===== src/sv/tupd_pkg.sv =====
// Package for the tile-update packet decoder: phase codes, result struct,
// status struct and tdata layout. Depends on nothing.
`default_nettype none

package tupd_pkg;

  localparam int unsigned ByteW      = 8;
  localparam int unsigned CoordW     = 16;
  localparam int unsigned LevelW     = 2;
  localparam int unsigned CountW     = 5;
  localparam int unsigned NibW       = 4;
  localparam int unsigned MTdataW    = 72;
  localparam logic [ByteW-1:0] TypeNone = 8'hff;

  typedef enum logic [9:0] {
    PH_X_FIRST = 10'b00_0000_0001,
    PH_X_LOW   = 10'b00_0000_0010,
    PH_Z_FIRST = 10'b00_0000_0100,
    PH_Z_LOW   = 10'b00_0000_1000,
    PH_HEADER  = 10'b00_0001_0000,
    PH_POS_HI  = 10'b00_0010_0000,
    PH_POS_LO  = 10'b00_0100_0000,
    PH_HEIGHT  = 10'b00_1000_0000,
    PH_TYPE    = 10'b01_0000_0000,
    PH_DATA    = 10'b10_0000_0000
  } phase_e;

  typedef struct packed {
    logic              is_tile;
    logic [CoordW-1:0] chunk_x;
    logic [CoordW-1:0] chunk_z;
    logic [LevelW-1:0] level_index;
    logic [CountW-1:0] tile_count;
    logic [NibW-1:0]   tile_x;
    logic [NibW-1:0]   tile_z;
    logic [ByteW-1:0]  tile_y;
    logic [ByteW-1:0]  block_type;
    logic [ByteW-1:0]  block_data;
    logic              last_item;
  } result_t;

  typedef struct packed {
    logic              at_start;
    logic [CountW-1:0] entries_left;
  } status_t;

endpackage : tupd_pkg

`default_nettype wire


===== src/sv/tile_update_packet_decoder.sv =====
// Tile-update packet decoder, top level. Uses tupd_pkg, tupd_parser, tupd_out_reg.
// Throughput: one input byte per cycle, sustained, while the sink keeps up.
// Output: a result beat is registered and appears in the cycle after the byte that closes it.
// Only the single result register lies between; the parser forms each result combinationally.
// Reset (rst_ni low, asynchronous): start of a packet, narrow coordinates,
// result register empty.
`default_nettype none

module tile_update_packet_decoder import tupd_pkg::*; (
  input  wire logic               clk_i,
  input  wire logic               rst_ni,
  // configuration: wide_coordinates
  input  wire logic               cfg_we_i,
  input  wire logic               cfg_wdata_i,
  // byte stream in
  input  wire logic               s_axis_tvalid_i,
  output logic                    s_axis_tready_o,
  input  wire logic [ByteW-1:0]   s_axis_tdata_i,   // [7:0] in_byte
  // result beats out
  output logic                    m_axis_tvalid_o,
  input  wire logic               m_axis_tready_i,
  // [15:0] chunk_x, [31:16] chunk_z, [33:32] level_index, [38:34] tile_count,
  // [42:39] tile_x, [46:43] tile_z, [54:47] tile_y, [62:55] block_type,
  // [70:63] block_data, [71] zero
  output logic [MTdataW-1:0]      m_axis_tdata_o,
  output logic                    m_axis_tuser_o,   // [0] is_tile
  output logic                    m_axis_tlast_o    // last_item
);

  logic    wide_q;
  logic    accept;
  logic    emit;
  logic    can_load;
  result_t result;
  result_t out_result;
  status_t status;

  // Configuration register: the user must write it only while the block is idle; the block does not enforce this.
  always_ff @(posedge clk_i or negedge rst_ni) begin
    if (!rst_ni) begin
      wide_q <= 1'b0;
    end else if (cfg_we_i) begin
      wide_q <= cfg_wdata_i;
    end
  end

  // Take a byte whenever the result register can absorb a result this cycle;
  // a waiting result does not block the stream if the sink drains it now.
  assign s_axis_tready_o = can_load;
  assign accept          = s_axis_tvalid_i && s_axis_tready_o;

  tupd_parser u_parser (
    .clk_i    (clk_i),
    .rst_ni   (rst_ni),
    .wide_i   (wide_q),
    .accept_i (accept),
    .byte_i   (s_axis_tdata_i),
    .emit_o   (emit),
    .result_o (result),
    .status_o (status)
  );

  tupd_out_reg u_out (
    .clk_i      (clk_i),
    .rst_ni     (rst_ni),
    .load_i     (accept && emit),
    .result_i   (result),
    .ready_i    (m_axis_tready_i),
    .can_load_o (can_load),
    .valid_o    (m_axis_tvalid_o),
    .result_o   (out_result)
  );

  // Pack the result fields, lowest field first.
  assign m_axis_tdata_o = {1'b0,
                           out_result.block_data,
                           out_result.block_type,
                           out_result.tile_y,
                           out_result.tile_z,
                           out_result.tile_x,
                           out_result.tile_count,
                           out_result.level_index,
                           out_result.chunk_z,
                           out_result.chunk_x};
  assign m_axis_tuser_o = out_result.is_tile;
  assign m_axis_tlast_o = out_result.last_item;

  // A header result ends the packet exactly when its entry count is zero.
  a_header_last : assert property (@(posedge clk_i) disable iff (!rst_ni)
    (m_axis_tvalid_o && !m_axis_tuser_o) |->
      (m_axis_tlast_o == (m_axis_tdata_o[38:34] == '0)))
    else $error("header tlast does not match entry count");

  // At a packet boundary no entries may be outstanding.
  a_start_empty : assert property (@(posedge clk_i) disable iff (!rst_ni)
    status.at_start |-> (status.entries_left == '0))
    else $error("entries left at packet start");

  // A result that closes a packet returns the parser to a packet boundary.
  a_last_to_start : assert property (@(posedge clk_i) disable iff (!rst_ni)
    (accept && emit && result.last_item) |=> status.at_start)
    else $error("parser not at packet start after last result");

  // A header result carries block type none and no block data.
  a_header_type : assert property (@(posedge clk_i) disable iff (!rst_ni)
    (m_axis_tvalid_o && !m_axis_tuser_o) |->
      (m_axis_tdata_o[62:55] == TypeNone && m_axis_tdata_o[70:63] == '0))
    else $error("header result carries tile payload");

endmodule : tile_update_packet_decoder

`default_nettype wire


===== src/sv/tupd_parser.sv =====
// Packet parser: phase state machine and per-packet field registers.
// Consumes one byte per accepted beat; depends on tupd_pkg.
`default_nettype none

module tupd_parser import tupd_pkg::*; (
  input  wire logic             clk_i,
  input  wire logic             rst_ni,
  input  wire logic             wide_i,
  input  wire logic             accept_i,
  input  wire logic [ByteW-1:0] byte_i,
  output logic                  emit_o,
  output result_t               result_o,
  output status_t               status_o
);

  phase_e            phase_q, phase_d;
  logic [ByteW-1:0]  hi_q, hi_d;
  logic [CoordW-1:0] cx_q, cx_d, cz_q, cz_d;
  logic              zero_q, zero_d;
  logic [LevelW-1:0] level_q, level_d;
  logic [CountW-1:0] count_q, count_d, left_q, left_d;
  logic [ByteW-1:0]  type_q, type_d, pos_q, pos_d, height_q, height_d;
  logic              follows_q, follows_d;

  logic [CoordW-1:0] sext_b;
  logic [CountW-1:0] left_dec;
  logic              emit_entry;
  logic [ByteW-1:0]  entry_data;

  assign sext_b   = {{(CoordW-ByteW){byte_i[ByteW-1]}}, byte_i};
  assign left_dec = left_q - CountW'(1);

  always_comb begin
    phase_d    = phase_q;
    hi_d       = hi_q;
    cx_d       = cx_q;
    cz_d       = cz_q;
    zero_d     = zero_q;
    level_d    = level_q;
    count_d    = count_q;
    left_d     = left_q;
    type_d     = type_q;
    pos_d      = pos_q;
    height_d   = height_q;
    follows_d  = follows_q;
    emit_o     = 1'b0;
    emit_entry = 1'b0;
    entry_data = '0;
    result_o   = '0;
    case (phase_q)
      PH_X_LOW: begin
        cx_d    = {hi_q, byte_i};
        phase_d = PH_Z_FIRST;
      end
      PH_Z_FIRST: begin
        if (wide_i) begin
          hi_d    = byte_i;
          phase_d = PH_Z_LOW;
        end else begin
          cz_d    = sext_b;
          phase_d = PH_HEADER;
        end
      end
      PH_Z_LOW: begin
        cz_d    = {hi_q, byte_i};
        phase_d = PH_HEADER;
      end
      PH_HEADER: begin
        zero_d               = byte_i[7];
        level_d              = byte_i[6:5];
        count_d              = byte_i[4:0];
        left_d               = byte_i[4:0];
        type_d               = TypeNone;
        emit_o               = 1'b1;
        result_o.is_tile     = 1'b0;
        result_o.chunk_x     = cx_q;
        result_o.chunk_z     = cz_q;
        result_o.level_index = byte_i[6:5];
        result_o.tile_count  = byte_i[4:0];
        result_o.block_type  = TypeNone;
        result_o.last_item   = (byte_i[4:0] == '0);
        phase_d              = (byte_i[4:0] == '0) ? PH_X_FIRST : PH_POS_HI;
      end
      PH_POS_HI: begin
        pos_d   = byte_i;
        phase_d = PH_POS_LO;
      end
      PH_POS_LO: begin
        follows_d = byte_i[7];
        phase_d   = PH_HEIGHT;
      end
      PH_HEIGHT: begin
        height_d = byte_i;
        if (follows_q) begin
          phase_d = PH_TYPE;
        end else if (!zero_q) begin
          phase_d = PH_DATA;
        end else begin
          emit_entry = 1'b1;
        end
      end
      PH_TYPE: begin
        type_d = byte_i;
        if (!zero_q) begin
          phase_d = PH_DATA;
        end else begin
          emit_entry = 1'b1;
        end
      end
      PH_DATA: begin
        emit_entry = 1'b1;
        entry_data = byte_i;
      end
      default: begin
        if (wide_i) begin
          hi_d    = byte_i;
          phase_d = PH_X_LOW;
        end else begin
          cx_d    = sext_b;
          phase_d = PH_Z_FIRST;
        end
      end
    endcase

    // Entry results take height and type from this beat when it carries them.
    if (emit_entry) begin
      emit_o               = 1'b1;
      result_o.is_tile     = 1'b1;
      result_o.chunk_x     = cx_q;
      result_o.chunk_z     = cz_q;
      result_o.level_index = level_q;
      result_o.tile_count  = count_q;
      result_o.tile_x      = pos_q[7:4];
      result_o.tile_z      = pos_q[3:0];
      result_o.tile_y      = height_d;
      result_o.block_type  = type_d;
      result_o.block_data  = entry_data;
      result_o.last_item   = (left_q == CountW'(1));
      left_d               = left_dec;
      phase_d              = (left_dec == '0) ? PH_X_FIRST : PH_POS_HI;
    end
  end

  always_ff @(posedge clk_i or negedge rst_ni) begin
    if (!rst_ni) begin
      phase_q   <= PH_X_FIRST;
      hi_q      <= '0;
      cx_q      <= '0;
      cz_q      <= '0;
      zero_q    <= 1'b0;
      level_q   <= '0;
      count_q   <= '0;
      left_q    <= '0;
      type_q    <= TypeNone;
      pos_q     <= '0;
      follows_q <= 1'b0;
      height_q  <= '0;
    end else if (accept_i) begin
      phase_q   <= phase_d;
      hi_q      <= hi_d;
      cx_q      <= cx_d;
      cz_q      <= cz_d;
      zero_q    <= zero_d;
      level_q   <= level_d;
      count_q   <= count_d;
      left_q    <= left_d;
      type_q    <= type_d;
      pos_q     <= pos_d;
      follows_q <= follows_d;
      height_q  <= height_d;
    end
  end

  assign status_o.at_start     = (phase_q == PH_X_FIRST);
  assign status_o.entries_left = left_q;

endmodule : tupd_parser

`default_nettype wire


===== src/sv/tupd_out_reg.sv =====
// Result register for the decoder: holds one result beat until the sink
// takes it, and refills in the same cycle. Depends on tupd_pkg.
`default_nettype none

module tupd_out_reg import tupd_pkg::*; (
  input  wire logic    clk_i,
  input  wire logic    rst_ni,
  input  wire logic    load_i,
  input  wire result_t result_i,
  input  wire logic    ready_i,
  output logic         can_load_o,
  output logic         valid_o,
  output result_t      result_o
);

  logic    valid_q, valid_d;
  result_t data_q;

  assign can_load_o = !valid_q || ready_i;

  always_comb begin
    valid_d = valid_q;
    if (load_i) begin
      valid_d = 1'b1;
    end else if (ready_i) begin
      valid_d = 1'b0;
    end
  end

  always_ff @(posedge clk_i or negedge rst_ni) begin
    if (!rst_ni) begin
      valid_q <= 1'b0;
    end else begin
      valid_q <= valid_d;
    end
  end

  always_ff @(posedge clk_i) begin
    if (load_i) begin
      data_q <= result_i;
    end
  end

  assign valid_o  = valid_q;
  assign result_o = data_q;

endmodule : tupd_out_reg

`default_nettype wire


===== config.mk =====
export PLATFORM = sky130hd
export DESIGN_NAME = tile_update_packet_decoder
export DESIGN_NICKNAME = d
export VERILOG_FILES = /design/src/sv/tupd_pkg.sv /design/src/sv/tile_update_packet_decoder.sv /design/src/sv/tupd_parser.sv /design/src/sv/tupd_out_reg.sv
export SDC_FILE = /design/constraint.sdc
export NUM_CORES = 1
export LEC_CHECK = 0
export BUFFER_PORTS_ARGS = -buffer_cell sky130_fd_sc_hd__buf_4
export CORE_MARGIN = 2
export CORE_UTILIZATION = 51
export CTS_CLUSTER_DIAMETER = 40
export DETAILED_ROUTE_END_ITERATION = 8
export PLACE_DENSITY = 0.82
export SETUP_SLACK_MARGIN = 0.5
export SYNTH_ARGS = -nofsm -noshare
export SYNTH_HDL_FRONTEND = slang
export SYNTH_SLANG_ARGS = --single-unit

===== constraint.sdc =====
create_clock -name clk_i -period 5.35 [get_ports clk_i]
set_input_delay 0.535 -clock clk_i [delete_from_list [all_inputs] [get_ports clk_i]]
set_output_delay 0.535 -clock clk_i [all_outputs]
set_load 0.05 [all_outputs]

# --- Word level (Yosys, flattened, before mapping) ---
# Index checks and enable logic that the tools add are counted.
classes:
  addsub: 1
  multipliers: 0
  n_div: 0
  order_cmp: 0
  n_eq_ne: 13
  n_shift: 0
  mux: 27
  bitwise_logic: 2
  reduce_logical: 20
op_table:
  columns: ["operator", "count"]
  rows:
  - ["10-bit case mux with 9 select lines", 1]
  - ["72-bit two-way mux", 1]
  - ["16-bit case mux with 2 select lines", 2]
  - ["39-bit two-way mux", 1]
  - ["10-bit two-way mux", 3]
  - ["8-bit two-way mux", 3]
  - ["16-bit two-way mux", 1]
  - ["8-bit case mux with 2 select lines", 1]
  - ["8-bit OR reduction", 2]
  - ["5-bit two-way mux", 3]
  - ["6-bit two-way mux", 2]
  - ["2-bit AND reduction", 6]
  - ["10-bit == test, second input constant", 1]
  - ["10-bit by 2-bit == test with 1-bit output, second input constant", 1]
  - ["10-bit by 3-bit == test with 1-bit output, second input constant", 1]
  - ["10-bit by 4-bit == test with 1-bit output, second input constant", 1]
  - ["10-bit by 5-bit == test with 1-bit output, second input constant", 1]
  - ["10-bit by 6-bit == test with 1-bit output, second input constant", 1]
  - ["10-bit by 7-bit == test with 1-bit output, second input constant", 1]
  - ["10-bit by 8-bit == test with 1-bit output, second input constant", 1]
  - ["10-bit by 9-bit == test with 1-bit output, second input constant", 1]
  - ["5-bit zero test", 2]
  - ["3-bit AND reduction", 3]
  - ["1-bit two-way mux", 7]
  - ["other kinds (11)", 16]
totals:
  reg_bits: 163
  latchBits: 0
  ram_bits: 0
  romBits: 0
  input_bits: 14
  output_inout_bits: 76
  word_cells: 88
  mem_count: 0

# --- Longest topological paths before layout ---
# Gate-level depths: netlist (run 1).
logic_depth:
  ltp_word: 6
  mapped_depth: 8
  depth_no_buf: 7

# --- By module ---
# A second synthesis (run 1) with hierarchy kept.
hier_totals:
  cells_unflattened: 540
  hier_area_um2: 6976.7
by_module_without_submodules:
  columns: ["mod", "n_inst", "cells_per_inst", "area_each_um2", "seq_area_each_um2"]
  rows:
  - ["tupd_parser", 1, 458, 4673.2, 2213.4]
  - ["tupd_out_reg", 1, 76, 2239.6, 2217.1]
  - ["tile_update_packet_decoder", 1, 6, 63.8, 25.0]

# --- Least setup slack after synthesis (run 1) ---
# No wires, ideal clock.
synth_timing:
  path_type: "register to register"
  startpoint: "reg u_parser.phase_q[2]"
  endpoint: "reg u_out.data_q, in the netlist u_out.result_o[0], enable pin"
  t_arrival_ns: 3.729
  t_required_ns: 4.892
  slack_ns: 1.164
  path_stages_with_launch: 7
  synth_period_minus_slack_ns: 4.186
  path_cell_list: "dfrtp_1 buf_6 nor4_2 nand3_1 o21a_1 clkbuf_1 a21oi_2"
synth_via:
  elab_chain_len: 4
  elab_cells_between_ends: 8
synth_rtl:
  columns: ["element", "line", "text"]
  rows:
  - ["start, declared", "tupd_parser.sv:16", "phase_e phase_q, phase_d;"]
  - ["start signal, assigned", "tupd_parser.sv:159", "phase_q <= phase_d;"]
  - ["10-bit == test, or another cell as far along", "tupd_parser.sv:50", "case (phase_q)"]
  - ["1-bit case mux with 3 select lines / 1-bit two-way mux (equally long branches)", "tupd_parser.sv:50", null]
  - ["1-bit two-way mux (*)", "tupd_parser.sv:126", "if (emit_entry) begin"]
  - ["1-bit logical AND (*)", "tile_update_packet_decoder.sv:66", ".load_i (accept && emit),"]
  - ["via u_out.load_i", "tupd_out_reg.sv:8", "input wire logic load_i,"]
  - ["end signal, assigned", "tupd_out_reg.sv:40", "data_q <= result_i;"]
  - ["end, declared", "tupd_out_reg.sv:17", "result_t data_q;"]
# Mark *: on every way through the listed nets, which the timed path passes. The rest lies on a longest branch.
# A chain may end at the register's enable or synchronous reset.

# --- Final worst setup path (run 1) ---
layout_timing:
  startpoint: "reg u_parser.phase_q[2]"
  endpoint: "reg u_out.data_q, in the netlist u_out.result_o[50], enable pin"
# Same word-level chain as after synthesis.

==> results of run 1 <==
state kept, by name, indices dropped and copies added, names as in the netlist:
register            flops
u_parser.height_q       8
u_parser.count_q        5
u_parser.phase_q       10
u_parser.pos_q          8
u_out.result_o         73
u_parser.left_q         5
u_parser.cx_q          16
wide_q                  1
u_parser.cz_q          16
u_parser.level_q        2
u_parser.follows_q      1
u_parser.hi_q           8
u_parser.zero_q         1
u_out.valid_o           1
u_parser.type_q         8
path summary, 6_finish.rpt:
path	endpoint	slack, ns	start	depth (start not counted)
setup reg to reg	u_out.result_o[50]	1.88	u_parser.phase_q[2]	5
setup / recovery	u_out.result_o[50]	1.88	u_parser.phase_q[2]	5
hold / removal	wide_q	0.31	cfg_we_i	2
min in group asynchronous	u_parser.count_q[4]	0.35	rst_ni	1
max in group asynchronous	u_parser.cz_q[13]	4.24	rst_ni	1
hold reg to reg	u_parser.cz_q[13]	0.47	u_parser.cz_q[13]	2
metrics by stage:
stage	worst slack (ns)	hold WS (ns)	power, mW	instances
detailed placement	1.98	0.465	2.92	772
CTS	1.89	0.308	4.18	804
floorplan	1.16	0.239	2.67	544
global route	1.73	0.313	4.35	804
global placement	2.12	0.455	2.85	772
finish	1.88	0.314	4.17	804
routing by layer:
metal | GRT usage [%] | up-vias | wire (um)
li1 | - | 2083 | -
met1 | 25.6 | 2288 | 5910
met2 | 34.7 | 209 | 7740
met3 | 4.82 | 40 | 1040
met4 | 10.7 | 0 | 459
met5 | 0 | - | 0
power by group:
group          total [mW]  switching [mW]  internal, mW
registers            1.88           0.209          1.67
logic                1.04           0.626         0.410
clock network        1.25           0.486         0.763
total                4.17            1.32          2.85
logic make-up after synthesis:
group / count (synthesis) / synth area share [%]
adders and majority gates: 2 / 0.354
xor gates and xnor gates: 5 / 0.619
DFF: 163 / 63.0
other: 1 / 0.0530
muxes: 67 / 10.3
buffers and inverters: 59 / 4.30
and+or+nand+nor: 146 / 11.6
AOI/OAI and AO/OA: 101 / 9.75
cell usage in the layout, fill, tap and decap left out, types with 5 or more instances in the layout:
cell and count:
o22a_1 8, and2_1 42, and3_1 5, a21oi_1 25, nor2_1 25, nand2_1 32, a22o_1 6, nor3_1 6
clkbuf_16 17, mux2_2 46, inv_1 15, mux2i_1 19, edfxtp_1 73, o21ai_0 28, a21oi_2 7, a2bb2oi_1 5
dfstp_2 9, dfrtp_1 81, buf_4 91
layout make-up:
class                   instances  area share [%]
flip-flops and latches        163            53.3
inverters                      16           0.719
clock inverters                11            1.81
clock buffers                  21            5.51
multi-input cells             322            27.8
well taps                     180            2.69
repair buffers                 91            8.17
==> impl_metrics.env, run 1 <==
export IMPL_rsz0062_at_grt="false"
export IMPL_area_growth_pct=18.1
export IMPL_drtIter0Drc=458
export IMPL_cts_tree="yes"
export IMPL_hold_path_class="input port to flip-flop"
export IMPL_dieArea_mm2=0.0148
export IMPL_fin_tns_setup_ns=0
export IMPL_vdd_drop_max_mv=0.269
export IMPL_port_buffers=88
export IMPL_synthTopCellsByArea="edfxtp_1, dfrtp_1, mux2_2"
export IMPL_ys_top_cells_by_count="dfrtp_1, edfxtp_1, mux2_2"
export IMPL_required_ns=5.39
export IMPL_synth_edff_count=73
export IMPL_multi_input_comb_area_mm2=0.00232
export IMPL_path_buf_inv=1
export IMPL_postPlaceCellArea_mm2=0.00775
export IMPL_pin_count=90
export IMPL_max_slew_margin_pct=21.8
export IMPL_finalCritPeriodShare_pct=64.8
export IMPL_final_nets=627
export IMPL_maxCapViolCount=0
export IMPL_initial_core_util_pct=51.6
export IMPL_status="completed"
export IMPL_seq_area_frac_synth_pct=63.0
export IMPL_period_needed_ns=3.47
export IMPL_cpPeakStageDelay_ns=0.71
export IMPL_antenna_found_initial=0
export IMPL_drive_above_1_share_pct=31.6
export IMPL_syn_instance_count=544
export IMPL_postCtsSetupBuffers=0
export IMPL_async_reset_ff_share_pct=55.2
export IMPL_synth_most_common_cell="dfrtp_1"
export IMPL_clock_skew_ns=0.00950
export IMPL_drv_slew=0
export IMPL_synthFlopType="dfrtp_1"
export IMPL_first_pass_iters=6
export IMPL_grt_max_degree=91
export IMPL_fmax_mhz=288
export IMPL_dr_total_vias=4620
export IMPL_grt_pass1_wl_um=23200
export IMPL_cts_hold_buffers=0
export IMPL_yosysTopAreaCellShare_pct=31.0
export IMPL_n_fill_cell=1051
export IMPL_clk_latency_ns=0.42
export IMPL_setup_viol=0
export IMPL_syn_cell_area_mm2=0.00707
export IMPL_htree_levels=4
export IMPL_postRouteAntennaNets=0
export IMPL_clk_path_buf_depth=2
export IMPL_critPathSlowestCell="buf_4"
export IMPL_ctsResizeCount=0
export IMPL_cts_clk_slew_worst_paths_ns=0.06
export IMPL_endpoint_kind="flip-flop"
export IMPL_synth_warnings=0
export IMPL_path_class="flip-flop to flip-flop"
export IMPL_grt_overflow=0
export IMPL_start_kind="flip-flop"
export IMPL_syn_num_nets=560
export IMPL_grt_pass1_vias=4460
export IMPL_cp_top_family="simple AND/OR/NAND/NOR gates"
export IMPL_dieHeight_um=122
export IMPL_dieWidth_um=122
export IMPL_postLayoutCoreUtil_pct=60.9
export IMPL_p_leak_nw=3.54
export IMPL_critPathMaxFanout=70
export IMPL_core_region_area_mm2=0.0137
export IMPL_clockRootBuffer="clkbuf_16"
export IMPL_final_area_mm2=0.00836
export IMPL_synth_top_area_cell="edfxtp_1"
export IMPL_wirelength_um=15200
export IMPL_globalplace_congestion=0.908
export IMPL_rows=43
export IMPL_diodes=0
export IMPL_cts_buffers=17
export IMPL_clkSinkCount=163
export IMPL_synth_seq_cells=163
export IMPL_synth_distinct_cells=61
export IMPL_worstPathCellList="nor4_2, nand3_1, o21a_1, a21oi_4, buf_4"
export IMPL_cp_arrival_ns=3.51
export IMPL_via_per_inst=5.75
export IMPL_power_per_cell_area_mw_per_mm2=499
export IMPL_dp_hpwl_um=9420
export IMPL_hold_violations=0
export IMPL_wl_per_cell_um=18.8
export IMPL_route_detailed_drc=0
export IMPL_seqCellArea_mm2=0.00446
export IMPL_avgSynthCellArea_um2=13.0
export IMPL_grtUsageTotal_pct=20.9
export IMPL_tightest_slew_ns=1.17
Note: power is estimated with default switching activity, not from simulation.
==> inputs of run 2 (changes only) <==
--- a/config.mk
+++ b/config.mk
@@ -5,12 +5,13 @@
 export SDC_FILE = /design/constraint.sdc
 export NUM_CORES = 1
 export LEC_CHECK = 0
+export ABC_AREA = 1
 export BUFFER_PORTS_ARGS = -buffer_cell sky130_fd_sc_hd__buf_4
 export CORE_MARGIN = 2
 export CORE_UTILIZATION = 51
 export CTS_CLUSTER_DIAMETER = 40
 export DETAILED_ROUTE_END_ITERATION = 8
-export PLACE_DENSITY = 0.82
+export PLACE_DENSITY = 0.84
 export SETUP_SLACK_MARGIN = 0.5
 export SYNTH_ARGS = -nofsm -noshare
 export SYNTH_HDL_FRONTEND = slang
==> constraint.sdc (replaced) <==
create_clock -name clk_i -period 3.09 [get_ports clk_i]
set_input_delay 0.309 -clock clk_i [delete_from_list [all_inputs] [get_ports clk_i]]
set_output_delay 0.309 -clock clk_i [all_outputs]
set_load 0.05 [all_outputs]
==> run 2 against run 1 <==
Net effect: synthesized cell count increased by 38%; register-to-register slack got worse by 1.1 ns; global-route usage increased by 1.7 points; routed wire length increased by 6.3%; synthesized area increased by 1.2%; sequential power increased by 79%; largest power group unchanged.
==> impl_metrics.env, run 2 <==
export IMPL_critPathSlowestCell="dfrtp_1"
export IMPL_synthTopCellsByArea="edfxtp_1, dfrtp_1, nand2_1"
export IMPL_hold_violations=0
export IMPL_ctsResizeCount=0
export IMPL_path_buf_inv=1
export IMPL_grt_pass1_wl_um=26000
export IMPL_synth_top_area_cell="edfxtp_1"
export IMPL_drive_above_1_share_pct=20.8
export IMPL_port_buffers=88
export IMPL_max_slew_margin_pct=48.9
export IMPL_setup_viol=0
export IMPL_start_kind="flip-flop"
export IMPL_postPlaceCellArea_mm2=0.00802
export IMPL_r2r_start="u_parser.phase_q[3]"
export IMPL_rows=43
export IMPL_fin_tns_setup_ns=0
export IMPL_fmax_mhz=427
export IMPL_period_needed_ns=2.34
export IMPL_final_nets=863
export IMPL_antenna_found_initial=0
export IMPL_globalplace_congestion=0.927
export IMPL_avgSynthCellArea_um2=9.53
export IMPL_synth_distinct_cells=34
export IMPL_core_region_area_mm2=0.0138
export IMPL_syn_instance_count=751
export IMPL_via_per_inst=5.30
export IMPL_setup_slack_ns=0.746
export IMPL_synth_warnings=0
export IMPL_cpPeakStageDelay_ns=0.42
export IMPL_diodes=0
export IMPL_hold_end="wide_q"
export IMPL_grt_overflow=0
export IMPL_synth_edff_count=73
export IMPL_clk_path_buf_depth=2
export IMPL_p_leak_nw=4.05
export IMPL_postCtsSetupBuffers=0
export IMPL_required_ns=3.19
export IMPL_tightest_slew_ns=0.766
export IMPL_dp_hpwl_um=10700
export IMPL_drtIter0Drc=654
export IMPL_dr_total_vias=5513
export IMPL_wl_per_cell_um=15.5
export IMPL_status="completed"
export IMPL_area_growth_pct=19.9
export IMPL_rsz0062_at_grt="false"
export IMPL_route_detailed_drc=0
export IMPL_clkSinkCount=163
export IMPL_layout_common_cells="nand2_1, buf_4, inv_1"
export IMPL_cts_clk_slew_worst_paths_ns=0.07
export IMPL_dieArea_mm2=0.0150
export IMPL_seq_area_frac_synth_pct=62.2
export IMPL_grt_max_degree=61
export IMPL_dieWidth_um=122
export IMPL_drv_slew=0
export IMPL_wirelength_um=16100
export IMPL_reg2reg_depth=8
export IMPL_endpoint_kind="flip-flop"
export IMPL_hold_depth=2
export IMPL_crit_top_cell="nor2_4"
export IMPL_synth_seq_cells=163
export IMPL_cp_top_family="simple AND/OR/NAND/NOR gates"
export IMPL_hold_path_class="input port to flip-flop"
export IMPL_clock_skew_ns=0.00731
export IMPL_syn_cell_area_mm2=0.00716
export IMPL_layout_commonest_cell="nand2_1"
export IMPL_hold_start="cfg_wdata_i"
export IMPL_clk_latency_ns=0.42
export IMPL_power_per_cell_area_mw_per_mm2=911
export IMPL_postRouteAntennaNets=0
export IMPL_critPathMaxFanout=50
export IMPL_worstPathCellList="nor2_1, nand2_4, nor2_4, nand3_2, nand2_4, nor2_4, nor2_4, buf_12"
export IMPL_synth_most_common_cell="nand2_1"
export IMPL_first_pass_iters=5
export IMPL_path_class="flip-flop to flip-flop"
export IMPL_dieHeight_um=122
export IMPL_async_reset_ff_share_pct=55.2
export IMPL_cts_buffers=17
export IMPL_postLayoutCoreUtil_pct=62.3
export IMPL_cp_arrival_ns=2.44
export IMPL_synthFlopType="dfrtp_1"
export IMPL_cts_tree="yes"
export IMPL_ys_top_cells_by_count="nand2_1, inv_1, dfrtp_1"
export IMPL_reg2reg_setup_slack_ns=0.75
export IMPL_syn_num_nets=767
export IMPL_vdd_drop_max_mv=0.471
export IMPL_clockRootBuffer="clkbuf_16"
export IMPL_yosysTopAreaCellShare_pct=30.6
export IMPL_maxCapViolCount=0
export IMPL_htree_levels=4
export IMPL_finalCritPeriodShare_pct=75.8
export IMPL_r2r_end="u_out.result_o[8]"
export IMPL_largest_reg_flops=73
export IMPL_place_ws_ns=0.761
export IMPL_initial_core_util_pct=52.0
export IMPL_grt_pass1_vias=5146
export IMPL_final_area_mm2=0.00858
export IMPL_grtUsageTotal_pct=22.6
export IMPL_pin_count=90
## run 2: changes by cell type after synthesis, sizes merged, moves of 42 or more
cell	change
o21ai	+45
and2	-42
inv	+71
nor2	+58
nand2	+191
mux2	-47
## run 2: final cells by class
type,instances,area [um^2]
fillers,1086,5190
flip-flops and latches,163,4460
multi-input cells,476,2250
repair buffers,101,773
clock buffers,18,429
inverters,88,330
well taps,180,225
clock inverters,14,123
## run 2: where the power goes
part	total, mW	leakage [nW]	switching [mW]	internal [mW]
Combinational	2.49	1.98	1.73	0.766
Sequential	3.37	1.81	0.388	2.98
Clock	1.96	0.263	0.908	1.05
## run 2: layer usage
layer  routed length (um)  vias up  GRT usage, %
li1                     -     2645             -
met4                  482        0          9.41
met3                 1100       37          4.93
met5                    0        -             0
met2                 7840      238          35.7
met1                 6680     2593          30.5
## run 2: kinds of logic (layout without fill, tap and decap cells)
group / count (synthesis) / in the layout / synth area share (%)
adder cells (fa/ha/maj): 2 / 2 / 0.350
XOR/XNOR: 3 / 3 / 0.367
AND/OR/NAND/NOR: 370 / 370 / 23.1
other: 1 / 1 / 0.0524
flip-flops: 163 / 163 / 62.2
AO/OA/AOI/OAI: 99 / 99 / 7.27
buffers and inverters: 112 / 221 / 6.45
multiplexers: 1 / 1 / 0.157
## run 2: repair_timing
action	in CTS	in global routing
hold buffers	1	0
hold endpoints to repair	54	0
setup endpoints to repair	0	0
## run 2: how the worst max path moves through the flow
stage               depth (start not counted)  slack, ns                  to           startpoint
global route                                9       0.58    u_parser.cx_q[8]  u_parser.phase_q[0]
CTS                                         8       0.75  u_out.result_o[43]  u_parser.phase_q[3]
detailed placement                          8       0.76  u_out.result_o[66]  u_parser.phase_q[9]
floorplan                                   7       0.34   u_out.result_o[0]  u_parser.phase_q[9]
global placement                            8       0.83  u_out.result_o[65]  u_parser.phase_q[9]
finish                                      8       0.75   u_out.result_o[8]  u_parser.phase_q[3]
## run 2: per-stage QoR
stage / hold WS (ns) / std cells / power (mW)
floorplan: 0.0134 / 751 / 5.21
global placement: 0.422 / 1007 / 5.72
detailed placement: 0.425 / 1007 / 5.82
CTS: 0.103 / 1040 / 7.81
global route: 0.117 / 1040 / 8.31
finish: 0.116 / 1040 / 7.82
